==> config.mk <==
export PLATFORM = sky130hd
export DESIGN_NAME = wav_header_parser_core
export DESIGN_NICKNAME = d
export VERILOG_FILES = /design/src/hw/rtl/wavhp_pkg.sv /design/src/hw/rtl/wav_header_parser_core.sv /design/src/hw/rtl/wavhp_in_stage.sv /design/src/hw/rtl/wavhp_parse.sv /design/src/hw/rtl/wavhp_out_stage.sv
export SDC_FILE = /design/constraint.sdc
export NUM_CORES = 1
export LEC_CHECK = 0
export ABC_AREA = 1
export BUFFER_PORTS_ARGS = -buffer_cell sky130_fd_sc_hd__buf_4
export CORE_UTILIZATION = 55
export DETAILED_ROUTE_END_ITERATION = 12
export PLACE_DENSITY_LB_ADDON = 0.15
export SLEW_MARGIN = 20
export SYNTH_ARGS = -nofsm -noshare
export SYNTH_HDL_FRONTEND = slang
export SYNTH_HIERARCHICAL = 1
export SYNTH_SLANG_ARGS = --single-unit
==> constraint.sdc <==
create_clock -name clk -period 18.2 [get_ports clk]
set_clock_uncertainty 0.1 [all_clocks]
set_input_delay 0.91 -clock clk [delete_from_list [all_inputs] [get_ports clk]]
set_output_delay 0.91 -clock clk [all_outputs]
set_load 0.1 [all_outputs]
==> src/hw/rtl/wavhp_pkg.sv <==
// ---------------------------------------------------------------------------
// WAV header parser package
// Shared types and constants: parse phases, magic words, status codes,
// the accepted input item and the packed result item.
// ---------------------------------------------------------------------------
`default_nettype none

package wavhp_pkg;

	// Parse phases
	localparam logic [3:0] PH_RIFF  = 4'd0;
	localparam logic [3:0] PH_RSIZE = 4'd1;
	localparam logic [3:0] PH_WAVE  = 4'd2;
	localparam logic [3:0] PH_ID    = 4'd3;
	localparam logic [3:0] PH_FSIZE = 4'd4;
	localparam logic [3:0] PH_FMT   = 4'd5;
	localparam logic [3:0] PH_USIZE = 4'd6;
	localparam logic [3:0] PH_SKIP  = 4'd7;
	localparam logic [3:0] PH_DSIZE = 4'd8;

	// Magic words as they sit in the little-endian shift word
	localparam logic [31:0] MAGIC_RIFF = 32'h4646_4952;
	localparam logic [31:0] MAGIC_WAVE = 32'h4556_4157;
	localparam logic [31:0] MAGIC_FMT  = 32'h2074_6D66;
	localparam logic [31:0] MAGIC_DATA = 32'h6174_6164;

	// Result status codes
	localparam logic [2:0] ST_OK        = 3'd0;
	localparam logic [2:0] ST_BAD_RIFF  = 3'd1;
	localparam logic [2:0] ST_BAD_WAVE  = 3'd2;
	localparam logic [2:0] ST_NO_DATA   = 3'd3;
	localparam logic [2:0] ST_BAD_DEPTH = 3'd4;
	localparam logic [2:0] ST_BAD_CHAN  = 3'd5;

	// Supported sample depths and channel counts
	localparam logic [15:0] DEPTH_U8  = 16'd8;
	localparam logic [15:0] DEPTH_I16 = 16'd16;
	localparam logic [15:0] DEPTH_F32 = 16'd32;
	localparam logic [15:0] DEPTH_F64 = 16'd64;
	localparam logic [15:0] CHAN_MONO   = 16'd1;
	localparam logic [15:0] CHAN_STEREO = 16'd2;
	localparam logic [15:0] TAG_PCM     = 16'd1;

	localparam int IN_W  = 8;
	localparam int OUT_W = 168;

	typedef struct packed {
		logic [7:0] data_byte;
		logic       first_byte;
		logic       final_byte;
	} in_item_t;

	// First field in the highest bits
	typedef struct packed {
		logic [31:0] payload_size;
		logic [15:0] sample_bits;
		logic [15:0] block_align;
		logic [31:0] byte_rate;
		logic [31:0] sample_rate;
		logic [15:0] channels;
		logic [15:0] format_tag;
		logic        not_pcm;
		logic [2:0]  format_code;
		logic [2:0]  status;
	} res_t;

endpackage

`default_nettype wire

==> src/hw/rtl/wav_header_parser_core.sv <==
// ---------------------------------------------------------------------------
// WAV header parser core
// Parses a RIFF/WAVE byte stream and returns one header or error result
// per file.
// ---------------------------------------------------------------------------
//
// Channel   Dir   Transfer carries
// s_*       in    one file byte; tuser = first byte of file, tlast = last byte
// m_*       out   one result per parse: status, format code and header fields
//
// Cycles: one byte per clock while the output register is free or its result
// is being taken. A transfer lands in the input register, the parse step
// updates the state from it once the output side can proceed, and any result
// is held in the output register, so a new byte is taken while the last is parsed.
// Reset: arst_n clears phase, counters, captured fields and both valid flags.
// Stalls: while a result waits and m_tready is low, the parse step holds and
// s_tready drops once the input register is full.
//
`default_nettype none

module wav_header_parser_core (
	input  wire          clk,
	input  wire          arst_n,
	input  wire          s_tvalid,
	output logic         s_tready,
	input  wire  [7:0]   s_tdata,   // [7:0] data_byte
	input  wire  [0:0]   s_tuser,   // [0] first_byte
	input  wire          s_tlast,   // final_byte
	output logic         m_tvalid,
	input  wire          m_tready,
	// [2:0] status, [5:3] format_code, [6] not_pcm, [22:7] format_tag,
	// [38:23] channels, [70:39] sample_rate, [102:71] byte_rate,
	// [118:103] block_align, [134:119] sample_bits, [166:135] payload_size,
	// [167] zero
	output logic [167:0] m_tdata
);
	import wavhp_pkg::*;

	in_item_t s_item;
	in_item_t item_s1;
	res_t     res;
	logic     proceed;
	logic     fire;
	logic     res_valid;

	// gather the incoming transfer into one item: data byte, first flag, last flag
	assign s_item = {s_tdata, s_tuser[0], s_tlast};

	wavhp_in_stage u_in (
		.clk     (clk),
		.arst_n  (arst_n),
		.s_valid (s_tvalid),
		.s_ready (s_tready),
		.s_item  (s_item),
		.proceed (proceed),
		.fire    (fire),
		.item_s1 (item_s1)
	);

	// advance the parse state once per registered byte
	wavhp_parse u_parse (
		.clk       (clk),
		.arst_n    (arst_n),
		.fire      (fire),
		.item      (item_s1),
		.res_valid (res_valid),
		.res       (res)
	);

	// hold the result until the downstream side takes it
	wavhp_out_stage u_out (
		.clk       (clk),
		.arst_n    (arst_n),
		.fire      (fire),
		.res_valid (res_valid),
		.res       (res),
		.proceed   (proceed),
		.m_tvalid  (m_tvalid),
		.m_tready  (m_tready),
		.m_tdata   (m_tdata)
	);

endmodule

`default_nettype wire

==> src/hw/rtl/wavhp_in_stage.sv <==
// ---------------------------------------------------------------------------
// WAV header parser input stage
// Registers one accepted byte and its flags; frees itself whenever the
// parse step can proceed.
// ---------------------------------------------------------------------------
`default_nettype none

module wavhp_in_stage (
	input  wire                   clk,
	input  wire                   arst_n,
	input  wire                   s_valid,
	output logic                  s_ready,
	input  wavhp_pkg::in_item_t   s_item,
	input  wire                   proceed,
	output logic                  fire,
	output wavhp_pkg::in_item_t   item_s1
);
	import wavhp_pkg::*;

	logic valid_s1;

	assign s_ready = !valid_s1 || proceed;
	assign fire    = valid_s1 && proceed;

	always_ff @(posedge clk or negedge arst_n) begin
		if (!arst_n) begin
			valid_s1 <= 1'b0;
		end else if (s_ready) begin
			valid_s1 <= s_valid;
		end
	end

	always_ff @(posedge clk) begin
		if (s_ready && s_valid) begin
			item_s1 <= s_item;
		end
	end

endmodule

`default_nettype wire

==> src/hw/rtl/wavhp_parse.sv <==
// ---------------------------------------------------------------------------
// WAV header parser state step
// Holds the parse state and advances it by one byte per fire; forms the
// single result of a parse.
// ---------------------------------------------------------------------------
`default_nettype none

module wavhp_parse (
	input  wire                  clk,
	input  wire                  arst_n,
	input  wire                  fire,
	input  wavhp_pkg::in_item_t  item,
	output logic                 res_valid,
	output wavhp_pkg::res_t      res
);
	import wavhp_pkg::*;

	logic [3:0]   phase_q, c_phase, n_phase;
	logic [1:0]   pos_q, c_pos, n_pos;
	logic [31:0]  shift_q, c_shift, n_shift;
	logic [31:0]  skip_q, c_skip, n_skip;
	logic [4:0]   off_q, c_off, n_off;
	logic [127:0] fmt_q, c_fmt, n_fmt;
	logic         fin_q, c_fin, n_fin;
	logic [31:0]  word;
	logic [15:0]  f_tag, f_chan, f_align, f_bits;
	logic [31:0]  f_rate, f_brate;
	logic [1:0]   depth;
	logic         depth_ok;

	// fmt chunk image: byte k of the chunk body sits at bits [8k+7:8k]
	assign f_tag   = c_fmt[15:0];
	assign f_chan  = c_fmt[31:16];
	assign f_rate  = c_fmt[63:32];
	assign f_brate = c_fmt[95:64];
	assign f_align = c_fmt[111:96];
	assign f_bits  = c_fmt[127:112];

	always_comb begin
		depth    = 2'd0;
		depth_ok = 1'b1;
		unique case (f_bits)
			DEPTH_U8:  depth = 2'd0;
			DEPTH_I16: depth = 2'd1;
			DEPTH_F32: depth = 2'd2;
			DEPTH_F64: depth = 2'd3;
			default:   depth_ok = 1'b0;
		endcase
	end

	always_comb begin
		// a first byte restarts from the reset state
		c_phase = item.first_byte ? PH_RIFF : phase_q;
		c_pos   = item.first_byte ? 2'd0 : pos_q;
		c_shift = item.first_byte ? 32'd0 : shift_q;
		c_skip  = item.first_byte ? 32'd0 : skip_q;
		c_off   = item.first_byte ? 5'd0 : off_q;
		c_fmt   = item.first_byte ? 128'd0 : fmt_q;
		c_fin   = item.first_byte ? 1'b0 : fin_q;

		n_phase = c_phase;
		n_pos   = c_pos;
		n_shift = c_shift;
		n_skip  = c_skip;
		n_off   = c_off;
		n_fmt   = c_fmt;
		res_valid = 1'b0;
		res       = '0;
		word      = {item.data_byte, c_shift[31:8]};

		if (!c_fin) begin
			if (c_phase == PH_FMT || c_phase == PH_SKIP) begin
				if (c_phase == PH_FMT && !c_off[4]) begin
					n_fmt[{c_off[3:0], 3'b000} +: 8] = item.data_byte;
					n_off = c_off + 5'd1;
				end
				n_skip = c_skip - 32'd1;
				if (c_skip == 32'd1) begin
					n_phase = PH_ID;
				end
			end else begin
				n_shift = word;
				if (c_pos != 2'd3) begin
					n_pos = c_pos + 2'd1;
				end else begin
					n_pos = 2'd0;
					unique case (c_phase)
						PH_RIFF: begin
							if (word != MAGIC_RIFF) begin
								res_valid  = 1'b1;
								res.status = ST_BAD_RIFF;
							end else begin
								n_phase = PH_RSIZE;
							end
						end
						PH_RSIZE: n_phase = PH_WAVE;
						PH_WAVE: begin
							if (word != MAGIC_WAVE) begin
								res_valid  = 1'b1;
								res.status = ST_BAD_WAVE;
							end else begin
								n_phase = PH_ID;
							end
						end
						PH_ID: begin
							priority if (word == MAGIC_FMT) n_phase = PH_FSIZE;
							else if (word == MAGIC_DATA) n_phase = PH_DSIZE;
							else n_phase = PH_USIZE;
						end
						PH_FSIZE: begin
							n_skip  = word;
							n_off   = 5'd0;
							n_phase = (word != 32'd0) ? PH_FMT : PH_ID;
						end
						PH_USIZE: begin
							n_skip  = word;
							n_phase = (word != 32'd0) ? PH_SKIP : PH_ID;
						end
						PH_DSIZE: begin
							res_valid        = 1'b1;
							res.payload_size = word;
							res.sample_bits  = f_bits;
							res.block_align  = f_align;
							res.byte_rate    = f_brate;
							res.sample_rate  = f_rate;
							res.channels     = f_chan;
							res.format_tag   = f_tag;
							res.not_pcm      = (f_tag != TAG_PCM);
							priority if (!depth_ok) begin
								res.status = ST_BAD_DEPTH;
							end else if (f_chan == CHAN_MONO) begin
								res.status      = ST_OK;
								res.format_code = {depth, 1'b0};
							end else if (f_chan == CHAN_STEREO) begin
								res.status      = ST_OK;
								res.format_code = {depth, 1'b1};
							end else begin
								res.status = ST_BAD_CHAN;
							end
						end
						default: n_phase = PH_RIFF;
					endcase
				end
			end

			// stream ended before a data chunk size was read
			if (!res_valid && item.final_byte) begin
				res_valid  = 1'b1;
				res        = '0;
				res.status = ST_NO_DATA;
			end
		end

		n_fin = c_fin | res_valid;
	end

	always_ff @(posedge clk or negedge arst_n) begin
		if (!arst_n) begin
			phase_q <= PH_RIFF;
			pos_q   <= 2'd0;
			shift_q <= 32'd0;
			skip_q  <= 32'd0;
			off_q   <= 5'd0;
			fmt_q   <= 128'd0;
			fin_q   <= 1'b0;
		end else if (fire) begin
			phase_q <= n_phase;
			pos_q   <= n_pos;
			shift_q <= n_shift;
			skip_q  <= n_skip;
			off_q   <= n_off;
			fmt_q   <= n_fmt;
			fin_q   <= n_fin;
		end
	end

endmodule

`default_nettype wire

==> src/hw/rtl/wavhp_out_stage.sv <==
// ---------------------------------------------------------------------------
// WAV header parser result register
// Holds one result until the downstream side takes it; packs it to tdata.
// ---------------------------------------------------------------------------
`default_nettype none

module wavhp_out_stage (
	input  wire                       clk,
	input  wire                       arst_n,
	input  wire                       fire,
	input  wire                       res_valid,
	input  wavhp_pkg::res_t           res,
	output logic                      proceed,
	output logic                      m_tvalid,
	input  wire                       m_tready,
	output logic [wavhp_pkg::OUT_W-1:0] m_tdata
);
	import wavhp_pkg::*;

	logic valid_q;
	res_t res_q;

	assign proceed  = !valid_q || m_tready;
	assign m_tvalid = valid_q;
	assign m_tdata  = {{(OUT_W - $bits(res_t)){1'b0}}, res_q};

	always_ff @(posedge clk or negedge arst_n) begin
		if (!arst_n) begin
			valid_q <= 1'b0;
		end else if (proceed) begin
			valid_q <= fire && res_valid;
		end
	end

	always_ff @(posedge clk) begin
		if (fire && res_valid) begin
			res_q <= res;
		end
	end

endmodule

`default_nettype wire

Yosys cells after proc, flatten, opt, wreduce, memory -nomap -nowiden

Cells that the tools add are included.

$add $sub $neg: 4
Eq/ne operators: 21
Shifts and indexed selects: 2
Multiplexer cells: 56
Bitwise operators: 3
Reductions and logical operators: 20

Operators by type and width:

| kind                      | number |
|---|---|
| $mux W128                 | 4 |
| $mux W32                  | 8 |
| $bwmux W128               | 1 |
| $shift A8 B9 Y128 const A | 1 |
| $shiftx A8 B9 Y128        | 1 |
| $ne A32 B31 Y1 const B    | 2 |
| $mux W4                   | 9 |
| $eq A32 B1 Y1 const B     | 1 |
| $eq A32 B30 Y1 const B    | 1 |
| $eq A32 B31 Y1 const B    | 1 |
| $reduce_bool A32 Y1       | 1 |
| $sub A32 B1 Y32 const B   | 1 |
| $mux W5                   | 6 |
| $pmux W4 S7               | 1 |
| $eq A16 B1 Y1 const B     | 1 |
| $eq A16 B2 Y1 const B     | 1 |
| $eq A16 B4 Y1 const B     | 1 |
| $eq A16 B5 Y1 const B     | 1 |
| $eq A16 B6 Y1 const B     | 1 |
| $eq A16 B7 Y1 const B     | 1 |
| $eq A4 B3 Y1 const B      | 4 |
| $mux W2                   | 8 |
| $ne A16 B1 Y1 const B     | 1 |
| $mux W3                   | 5 |
| 23 further kinds          | 44 |

Flip-flop bits (word level): 383
Bits of input ports: 14
Output and inout port bits: 170
Logic and storage cells: 130

Depth between registers and ports, before layout

Gate-level depths: netlist (run 1).

Word-level depth: 12
Mapped depth: 17
Mapped depth without buffers: 14

Modules after synthesis

The synthesis (run 1) kept the hierarchy.

By module, submodules not included:

| module          | times used | cells each | area each (um^2) | sequential area each (um^2) |
|---|---|---|---|---|
| wavhp_parse     | 1          | 2051       | 13440.4          | 4904.7 |
| wavhp_out_stage | 1          | 175        | 5074.9           | 5039.8 |
| wavhp_in_stage  | 1          | 18         | 352.8            | 325.3 |

Worst setup path after synthesis (run 1)

Ideal clock, no wire load.

Path kind: reg2reg
Start: reg u_in/item_s1[1] (netlist name)
End: reg u_out.res_q (netlist bit u_out/m_tdata[0]), enable pin
Setup time: 520 ps
Arrival: 5233 ps
Data required time: 17580 ps
Setup slack: 12347 ps
Cell stages (with the launch flop): 11
Path buffers: 4
Clock period less this slack: 5853 ps
Cells stage by stage: edfxtp_1 > clkbuf_1 > buf_2 > buf_1 > nor2_1 > ha_1 > clkbuf_1 > nand2_1 > a21oi_1 > nand2_1 > inv_1

Word-level cells in the longest chain between the ends: 12
Elaborated cells on any way between the ends: 24
Classes of those cells: eq/ne: 7; mux: 12; reduce/logical: 5

RTL lines:

| element                                  | line                                 | source |
|---|---|---|
| $mux W32                                 | wavhp_parse.sv:55                    | `c_shift = item.first_byte ? 32'd0 : shift_q;` |
| $ne A32 B31 Y1, on equally long branches | wavhp_parse.sv:98, wavhp_parse.sv:89 |  |
| $mux W1, on equally long branches        | wavhp_parse.sv:98, wavhp_parse.sv:89 |  |
| $pmux W1 S3                              | wavhp_parse.sv:87                    | `unique case (c_phase)` |
| $mux W1                                  | wavhp_parse.sv:83                    | `if (c_pos != 2'd3) begin` |
| $mux W1                                  | wavhp_parse.sv:72                    | `if (c_phase == PH_FMT \|\| c_phase == PH_SKIP) begin` |
| $mux W1                                  | wavhp_parse.sv:71                    | `if (!c_fin) begin` |
| $logic_not A1 Y1                         | wavhp_parse.sv:147                   | `if (!res_valid && item.final_byte) begin` |
| $logic_and A1 B1 Y1                      | wavhp_parse.sv:147                   |  |
| $mux W1                                  | wavhp_parse.sv:147                   |  |
| $mux W1 *                                | wavhp_parse.sv:71                    |  |
| via res_valid                            | wav_header_parser_core.sv:44         | `logic res_valid;` |
| $logic_and A1 B1 Y1 *                    | wavhp_out_stage.sv:36                | `if (fire && res_valid) begin` |
| end signal, assigned                     | wavhp_out_stage.sv:37                | `res_q <= res;` |
| end, declared                            | wavhp_out_stage.sv:21                | `res_t res_q;` |

Mark *: on every way through the listed nets, which the timed path passes. The rest lies on a longest branch. The select of a mux whose other input is x is not followed.
A chain may end at the register's enable or synchronous reset.

Worst setup path after layout (run 1)

Start: reg u_in/item_s1[1] (netlist name)
End: reg u_out.res_q (netlist bit u_out/m_tdata[89]), enable pin

Word-level cells in the longest chain between the ends: 12
Elaborated cells on any way between the ends: 24
Classes of those cells: eq/ne: 7; mux: 12; reduce/logical: 5

RTL lines:

| element                                  | line |
|---|---|
| $mux W32                                 | wavhp_parse.sv:55 |
| $ne A32 B31 Y1, on equally long branches | wavhp_parse.sv:98, wavhp_parse.sv:89 |
| $mux W1, on equally long branches        | wavhp_parse.sv:98, wavhp_parse.sv:89 |
| $pmux W1 S3                              | wavhp_parse.sv:87 |
| $mux W1                                  | wavhp_parse.sv:83 |
| $mux W1                                  | wavhp_parse.sv:72 |
| $mux W1                                  | wavhp_parse.sv:71 |
| $logic_not A1 Y1                         | wavhp_parse.sv:147 |
| $logic_and A1 B1 Y1                      | wavhp_parse.sv:147 |
| $mux W1                                  | wavhp_parse.sv:147 |
| $mux W1 *                                | wavhp_parse.sv:71 |
| via res_valid                            | wav_header_parser_core.sv:44 |
| $logic_and A1 B1 Y1 *                    | wavhp_out_stage.sv:36 |

Marks and branches as above.

==> results of run 1 <==
[cell usage in the layout (no fill, tap or decap), types with 2 or more instances in the layout]
cell type	instances
a22o_1	18
a22oi_1	3
nor3b_1	2
nor3_1	59
o21ai_1	8
nand2_2	10
clkbuf_8	5
ha_1	7
o22ai_1	18
o211ai_1	50
o31ai_1	10
clkbuf_1	9
nor3_2	3
clkinv_1	8
o21ai_0	191
buf_4	199
xnor2_1	3
xor2_1	7
nand2_1	492
nor2_1	301
a31oi_1	49
clkinv_2	6
clkbuf_16	41
nand3_2	2
inv_6	4
dfrtp_1	198
nor4_1	5
o221ai_1	10
bufinv_16	7
inv_1	202
a21oi_1	108
nand2_4	2
nand4_1	17
edfxtp_1	177
nand3_1	126
nor2_4	3
inv_2	4
nor2_2	11
[stage by stage]
| step | setup slack, ps | instance area [sq um] | hold WS [ps] |
|---|---|---|---|
| floorplan | 12350 | 18900 | 349 |
| global placement | 13170 | 20400 | 362 |
| detailed placement | 13070 | 20400 | 365 |
| CTS | 13080 | 21800 | 325 |
| global route | 12520 | 21800 | 335 |
| finish | 12970 | 21800 | 293 |
[power by group through the flow]
stage / registers, mW / logic (mW) / clock network, mW
final: 1.11 / 0.729 / 0.864
after global routing: 1.13 / 0.795 / 0.907
after CTS: 1.11 / 0.723 / 0.876
after detailed placement: 1.12 / 0.718 / 0
after global placement: 1.12 / 0.707 / 0
after floorplan: 1.28 / 0.387 / 0
[worst max path at each step]
stage                     slack [ps]                 startpoint                     endpoint  cells after the start
after CTS                      13080  u_in/item_s1[1]$_DFFE_PP_  u_out/m_tdata[89]$_DFFE_PP_                     16
final                          12970  u_in/item_s1[1]$_DFFE_PP_  u_out/m_tdata[89]$_DFFE_PP_                     16
after global routing           12520  u_in/item_s1[1]$_DFFE_PP_  u_out/m_tdata[81]$_DFFE_PP_                     16
after floorplan                12350  u_in/item_s1[1]$_DFFE_PP_   u_out/m_tdata[0]$_DFFE_PP_                     10
after global placement         13170  u_in/item_s1[1]$_DFFE_PP_  u_out/m_tdata[88]$_DFFE_PP_                     16
after detailed placement       13070  u_in/item_s1[1]$_DFFE_PP_  u_out/m_tdata[91]$_DFFE_PP_                     16
[layout make-up]
cell class / instances / area, sq um
Inverter: 213 / 810
Timing Repair Buffer: 201 / 1520
Clock buffer: 54 / 1110
Clock inverter: 20 / 285
Sequential cell: 375 / 10300
Tap cell: 448 / 561
Fill cell: 2766 / 11800
Multi-Input combinational cell: 1524 / 7240
[Yosys cell counts (27+ instances only)]
| cell | count | area (sq um) |
|---|---|---|
| buf_1 | 27 | 101 |
| nor3_1 | 59 | 295 |
| dfrtp_1 | 198 | 4950 |
| inv_1 | 204 | 766 |
| nand2_1 | 493 | 1850 |
| a21oi_1 | 109 | 546 |
| buf_2 | 31 | 155 |
| nor2_1 | 302 | 1130 |
| clkbuf_1 | 67 | 251 |
| o21ai_0 | 191 | 956 |
| a31oi_1 | 49 | 307 |
| edfxtp_1 | 177 | 5320 |
| o211ai_1 | 50 | 375 |
| nand3_1 | 126 | 631 |
[cell families after synthesis]
group                      count (synthesis)  share of synthesized area [%]
and+or+nand+nor                         1038                           23.0
DFF                                      375                           54.4
adders and majority gates                  7                          0.464
AOI/OAI and AO/OA                        468                           14.3
other                                      1                         0.0199
buffers and inverters                    345                           7.31
xor gates and xnor gates                  10                          0.464
[registers in the layout (all words and copies together) (netlist names)]
register,cells
u_parse/fin_q,1
u_parse/shift_q,24
u_parse/pos_q,2
u_parse/skip_q,32
u_out/m_tdata,167
u_parse/fmt_q,128
u_in/valid_s1,1
u_in/item_s1,10
u_out/m_tvalid,1
u_parse/phase_q,4
u_parse/off_q,5
[metal layers]
metal  part of all wire (%)  vias to the layer above
met5                      0                        -
met2                     49                      639
met3                    6.4                      143
met1                     41                     7837
met4                    3.9                        0
li1                       -                     7783
==> results.cfg, run 1 <==
[sta]
worstMarginPinSlew_ps = 1040
setup_viol_count_final = 0
min_period_ps = 5230
grt_setup_unrepaired = false
drv_slew = 0
finalCritPeriodShare_pct = 28.7
slew_headroom_pct = 30.6
hold_viol_final = 0
timing.fmax_ghz = 0.191
fin_tns_setup_ps = 0

[power]
p_leak_nw = 9.43
p_int_mw = 1.74
clkPwrFrac_pct = 32.0
combPwrFrac_pct = 27.0
ir_drop_uv = 85.4
p_total_mw = 2.70
swShare_pct = 35.8
p_seq_share_pct = 41.1
power.density_mw_per_mm2 = 124
switchingPower_mw = 0.967

[run]
cap_viol_max_count = 0

[placement]
gp_congestion = 0.968
io_buffers = 182
dp_cells = 2761
dp_hpwl_mm = 35.0

[setup_path]
crit_type = reg2reg
start_kind = register
rrSetupSlack_ps = 12970
cp-end-kind = register
required_ps = 18270
r2r-start = u_in/item_s1[1]$_DFFE_PP_
max_stage_delay_ps = 820
cpMostUsedCell = nand2_1
r2r_cells = 16
crit_slowest_cell = buf_4
crit_fanout = 91
cp_cell_sequence = buf_4, inv_6, buf_4, nand2_1, nand2_1, nor2_1, nand2_1, nor3_1, nand2_1, nand2_1, nand3_1, nand2_1, a21oi_1, nand2_1, inv_6, buf_4
cp.buffers_inverters = 5
cp_top_family = buffers and inverters
r2r_end = u_out/m_tdata[89]$_DFFE_PP_
arrival_ps = 5300

[global_route]
grtUsageMet1_pct = 39.9
grt_max_degree = 104
antenna_found_initial = 0
top_usage_layer = met2
grt_overflow = 0
grt_pass1_vias = 15200
grt.total_usage_pct = 30.0
grt_pass1_wl_mm = 82.9
grtUsageMet2_pct = 49.5
use_met3_pct = 4.03

[run_status]
status = completed

[logic_synthesis]
ys_seq_area_share_pct = 54.4
synth-edff-count = 177
synthArstFlopShare_pct = 52.8
netlist_area_sq_mm = 0.0189
syn_inst = 2244
yosysWarnings = 6
synth-main-ff-cell = dfrtp_1
synth_cell_types = 44
synth.avg_cell_area_sq_um = 8.41
synth_seq_cells = 375
syn_nets = 2265

[cells_and_area]
area_growth_pct = 15.5
diodes = 0
nets = 2376
fin_cells = 2835
fin_util_pct = 64.8
final_layout_size_suffix_gt1_share_pct = 12.8

[routing]
wl_per_cell_um = 18.5
num_vias = 16400
drtIter0Drc = 1632
viasPerCell = 5.79
post-route-drc-count = 0
ant_nets = 0
first_pass_iters = 6
wirelength_mm = 52.6

[floorplanning]
die_h_um = 187
io-pin-count = 184
start_util_pct = 56.1
core_area_sq_mm = 0.0336
die_w_um = 187
fp-row-count = 67
die-area_sq_mm = 0.0350

[clock_network]
clkTransAtPathRegs_ps = 60
root_buffer = clkbuf_16
clk_latency_ps = 540
cts_hold_buffers = 0
post_cts_buffers = 0
post_cts_resize_count = 0
cts.sinks = 375
cts-buffers-inserted = 40
cts_tree = yes
cts-htree-levels = 2
cts_buffer_depth = 3

[hold_path]
hold_path_class = in2async
No activity file was read; power rests on OpenSTA's default activity.
==> run 2, diff against run 1 <==
--- a/config.mk
+++ b/config.mk
@@ -5,9 +5,9 @@
 export SDC_FILE = /design/constraint.sdc
 export NUM_CORES = 1
 export LEC_CHECK = 0
-export ABC_AREA = 1
+export ABC_AREA = 0
 export BUFFER_PORTS_ARGS = -buffer_cell sky130_fd_sc_hd__buf_4
-export CORE_UTILIZATION = 55
+export CORE_UTILIZATION = 53
 export DETAILED_ROUTE_END_ITERATION = 12
 export PLACE_DENSITY_LB_ADDON = 0.15
 export SLEW_MARGIN = 20
==> constraint.sdc (replaced) <==
create_clock -name clk -period 4.7 [get_ports clk]
set_clock_uncertainty 0.1 [all_clocks]
set_input_delay 0.235 -clock clk [delete_from_list [all_inputs] [get_ports clk]]
set_output_delay 0.235 -clock clk [all_outputs]
set_load 0.1 [all_outputs]
==> results.cfg, run 2 <==
[routing]
viasPerCell = 6.07
wirelength_mm = 43.2
num_vias = 12300
post-route-drc-count = 0
drtIter0Drc = 1131
wl_per_cell_um = 21.4
first_pass_iters = 5
ant_nets = 0

[sta]
fin_tns_setup_ps = 0
timing.fmax_ghz = 0.263
worstMarginPinSlew_ps = 996
finalCritPeriodShare_pct = 80.8
whs_ps = 326
drv_slew = 0
hold_viol_final = 0
setup_viol_count_final = 0
grt_setup_unrepaired = false
layout_setup_ws_ps = 905
slew_headroom_pct = 33.6
min_period_ps = 3800

[power]
combPwrFrac_pct = 20.9
swShare_pct = 33.4
ir_drop_uv = 331
switchingPower_mw = 2.99
clkPwrFrac_pct = 34.6
p_total_mw = 8.94
p_int_mw = 5.95
power.density_mw_per_mm2 = 454
p_seq_share_pct = 44.6
p_leak_nw = 8.14

[floorplanning]
start_util_pct = 53.9
io-pin-count = 184
die_h_um = 178
core_area_sq_mm = 0.0306
fp-row-count = 64
die_w_um = 178
die-area_sq_mm = 0.0318

[setup_path]
r2r_cells = 9
cp-end-kind = register
crit_fanout = 31
rrSetupSlack_ps = 900
crit_type = reg2reg
r2r_end = u_out/m_tdata[5]$_DFFE_PP_
required_ps = 4850
start_kind = register
crit_slowest_cell = clkinvlp_4
cp_cell_sequence = or4_1, or4b_4, o22ai_2, a31o_2, nand2b_1, and2_1, nand2_2, clkinvlp_4, buf_4
max_stage_delay_ps = 650
cp-endpoint = u_out/m_tdata[5]$_DFFE_PP_
arrival_ps = 3950
cp-startpoint = u_parse/shift_q[31]$_DFFE_PN0P_
r2r-start = u_parse/shift_q[31]$_DFFE_PN0P_

[run]
cap_viol_max_count = 0

[placement]
dp_cells = 1937
dp_slack_ps = 954
io_buffers = 182
gp_congestion = 0.930
dp_hpwl_mm = 27.9

[logic_synthesis]
yosysWarnings = 6
synth_cell_types = 85
synth_seq_cells = 375
synth-main-ff-cell = dfrtp_1
syn_inst = 1431
synth_top_area_share_pct = 32.3
synth-edff-count = 177
synth.avg_cell_area_sq_um = 11.5
synthArstFlopShare_pct = 52.8
synth_commonest_cells = dfrtp_1, edfxtp_1, nand2_1
ys_seq_area_share_pct = 62.3
synthTopCellsByArea = edfxtp_1, dfrtp_1, and2_1, a32o_1, nand2_1
synth_most_common_cell = dfrtp_1
netlist_area_sq_mm = 0.0165
syn_nets = 1452
synth_area_leader_cell = edfxtp_1

[clock_network]
cts_tree = yes
clk_latency_ps = 530
cts.sinks = 375
clkTransAtPathRegs_ps = 60
cts-htree-levels = 2
cts-buffers-inserted = 40
cts_buffer_depth = 3
root_buffer = clkbuf_16

[hold_path]
hold_path_class = in2async

[cells_and_area]
area_growth_pct = 19.4
diodes = 0
nFillCells = 2410
final_cell_mix = buf_4, dfrtp_1, edfxtp_1
fin_cells = 2023
multiInputGateArea_sq_mm = 0.00572
largest_reg_flops = 167
ff_latch_area_sq_mm = 0.0103
nets = 1617
final_layout_size_suffix_gt1_share_pct = 18.8
final_common_cell = buf_4

[run_status]
status = completed

[global_route]
grt_pass1_wl_mm = 67.2
grt_max_degree = 118
grt.total_usage_pct = 27.5
grt_pass1_vias = 11800
grt_overflow = 0
antenna_found_initial = 0
## run 2: worst min path at each step
stage	depth (start not counted)	from	end
after floorplan	0	arst_n	u_in/valid_s1$_DFFE_PN0P_
after global placement	1	s_tdata[6]	u_in/item_s1[8]$_DFFE_PP_
after detailed placement	1	s_tdata[4]	u_in/item_s1[6]$_DFFE_PP_
after CTS	2	s_tdata[6]	u_in/item_s1[8]$_DFFE_PP_
after global routing	2	s_tdata[4]	u_in/item_s1[6]$_DFFE_PP_
final	2	arst_n	u_parse/skip_q[12]$_DFFE_PN0P_
## run 2: repair_timing
action,in CTS,in global routing
setup buffers,0,0
hold buffers,13,0
hold endpoints to repair,128,0
gates resized for setup,0,0
## run 2: final cells by class
class	count	area share (%)
flip-flops and latches	375	52.2
multi-input cells	926	29.1
repair buffers	228	9.15
clock inverters	20	0.998
inverters	25	0.496
well taps	396	2.52
clock buffers	53	5.59
## run 2: stage by stage
step / cell area, sq um / util [%]
floorplan: 16500 / -
global placement: 18200 / 59.7
detailed placement: 18300 / 59.7
CTS: 19700 / 64.3
global route: 19700 / 64.4
finish: 19700 / 64.4
## run 2: logic make-up after synthesis
logic type / Yosys count / share of synthesized area (%)
and+or+nand+nor: 551 / 17.9
DFF: 375 / 62.3
AOI/OAI and AO/OA: 351 / 15.3
buffers and inverters: 130 / 3.12
xor gates and xnor gates: 12 / 0.638
adders and majority gates: 7 / 0.531
muxes: 4 / 0.251
other: 1 / 0.0228
## run 2: power by group through the flow
stage	Combinational, mW	Sequential, mW	Clock [mW]
2_1_floorplan	0.651	4.71	0
3_3_place_gp	1.83	4.03	0
3_5_place_dp	1.85	4.04	0
4_1_cts	1.86	3.98	3.14
5_1_grt	1.97	4.00	3.28
6_report	1.87	3.99	3.09
## run 2: routing by layer
metal | vias up | GRT usage [%] | wire length, um
met5 | - | 0 | 0
met1 | 6085 | 37.4 | 18100
met2 | 494 | 44.2 | 20700
met4 | 0 | 12.8 | 1900
met3 | 117 | 3.60 | 2590
li1 | 5590 | - | -
## run 2: worst max-delay path: cells and delay by family, from the launching register on
kind,cells,cell delay (ps)
buffers and inverters,2,1150
AND/OR/NAND/NOR,5,1430
flip-flops,1,420
AO/OA/AOI/OAI,2,380
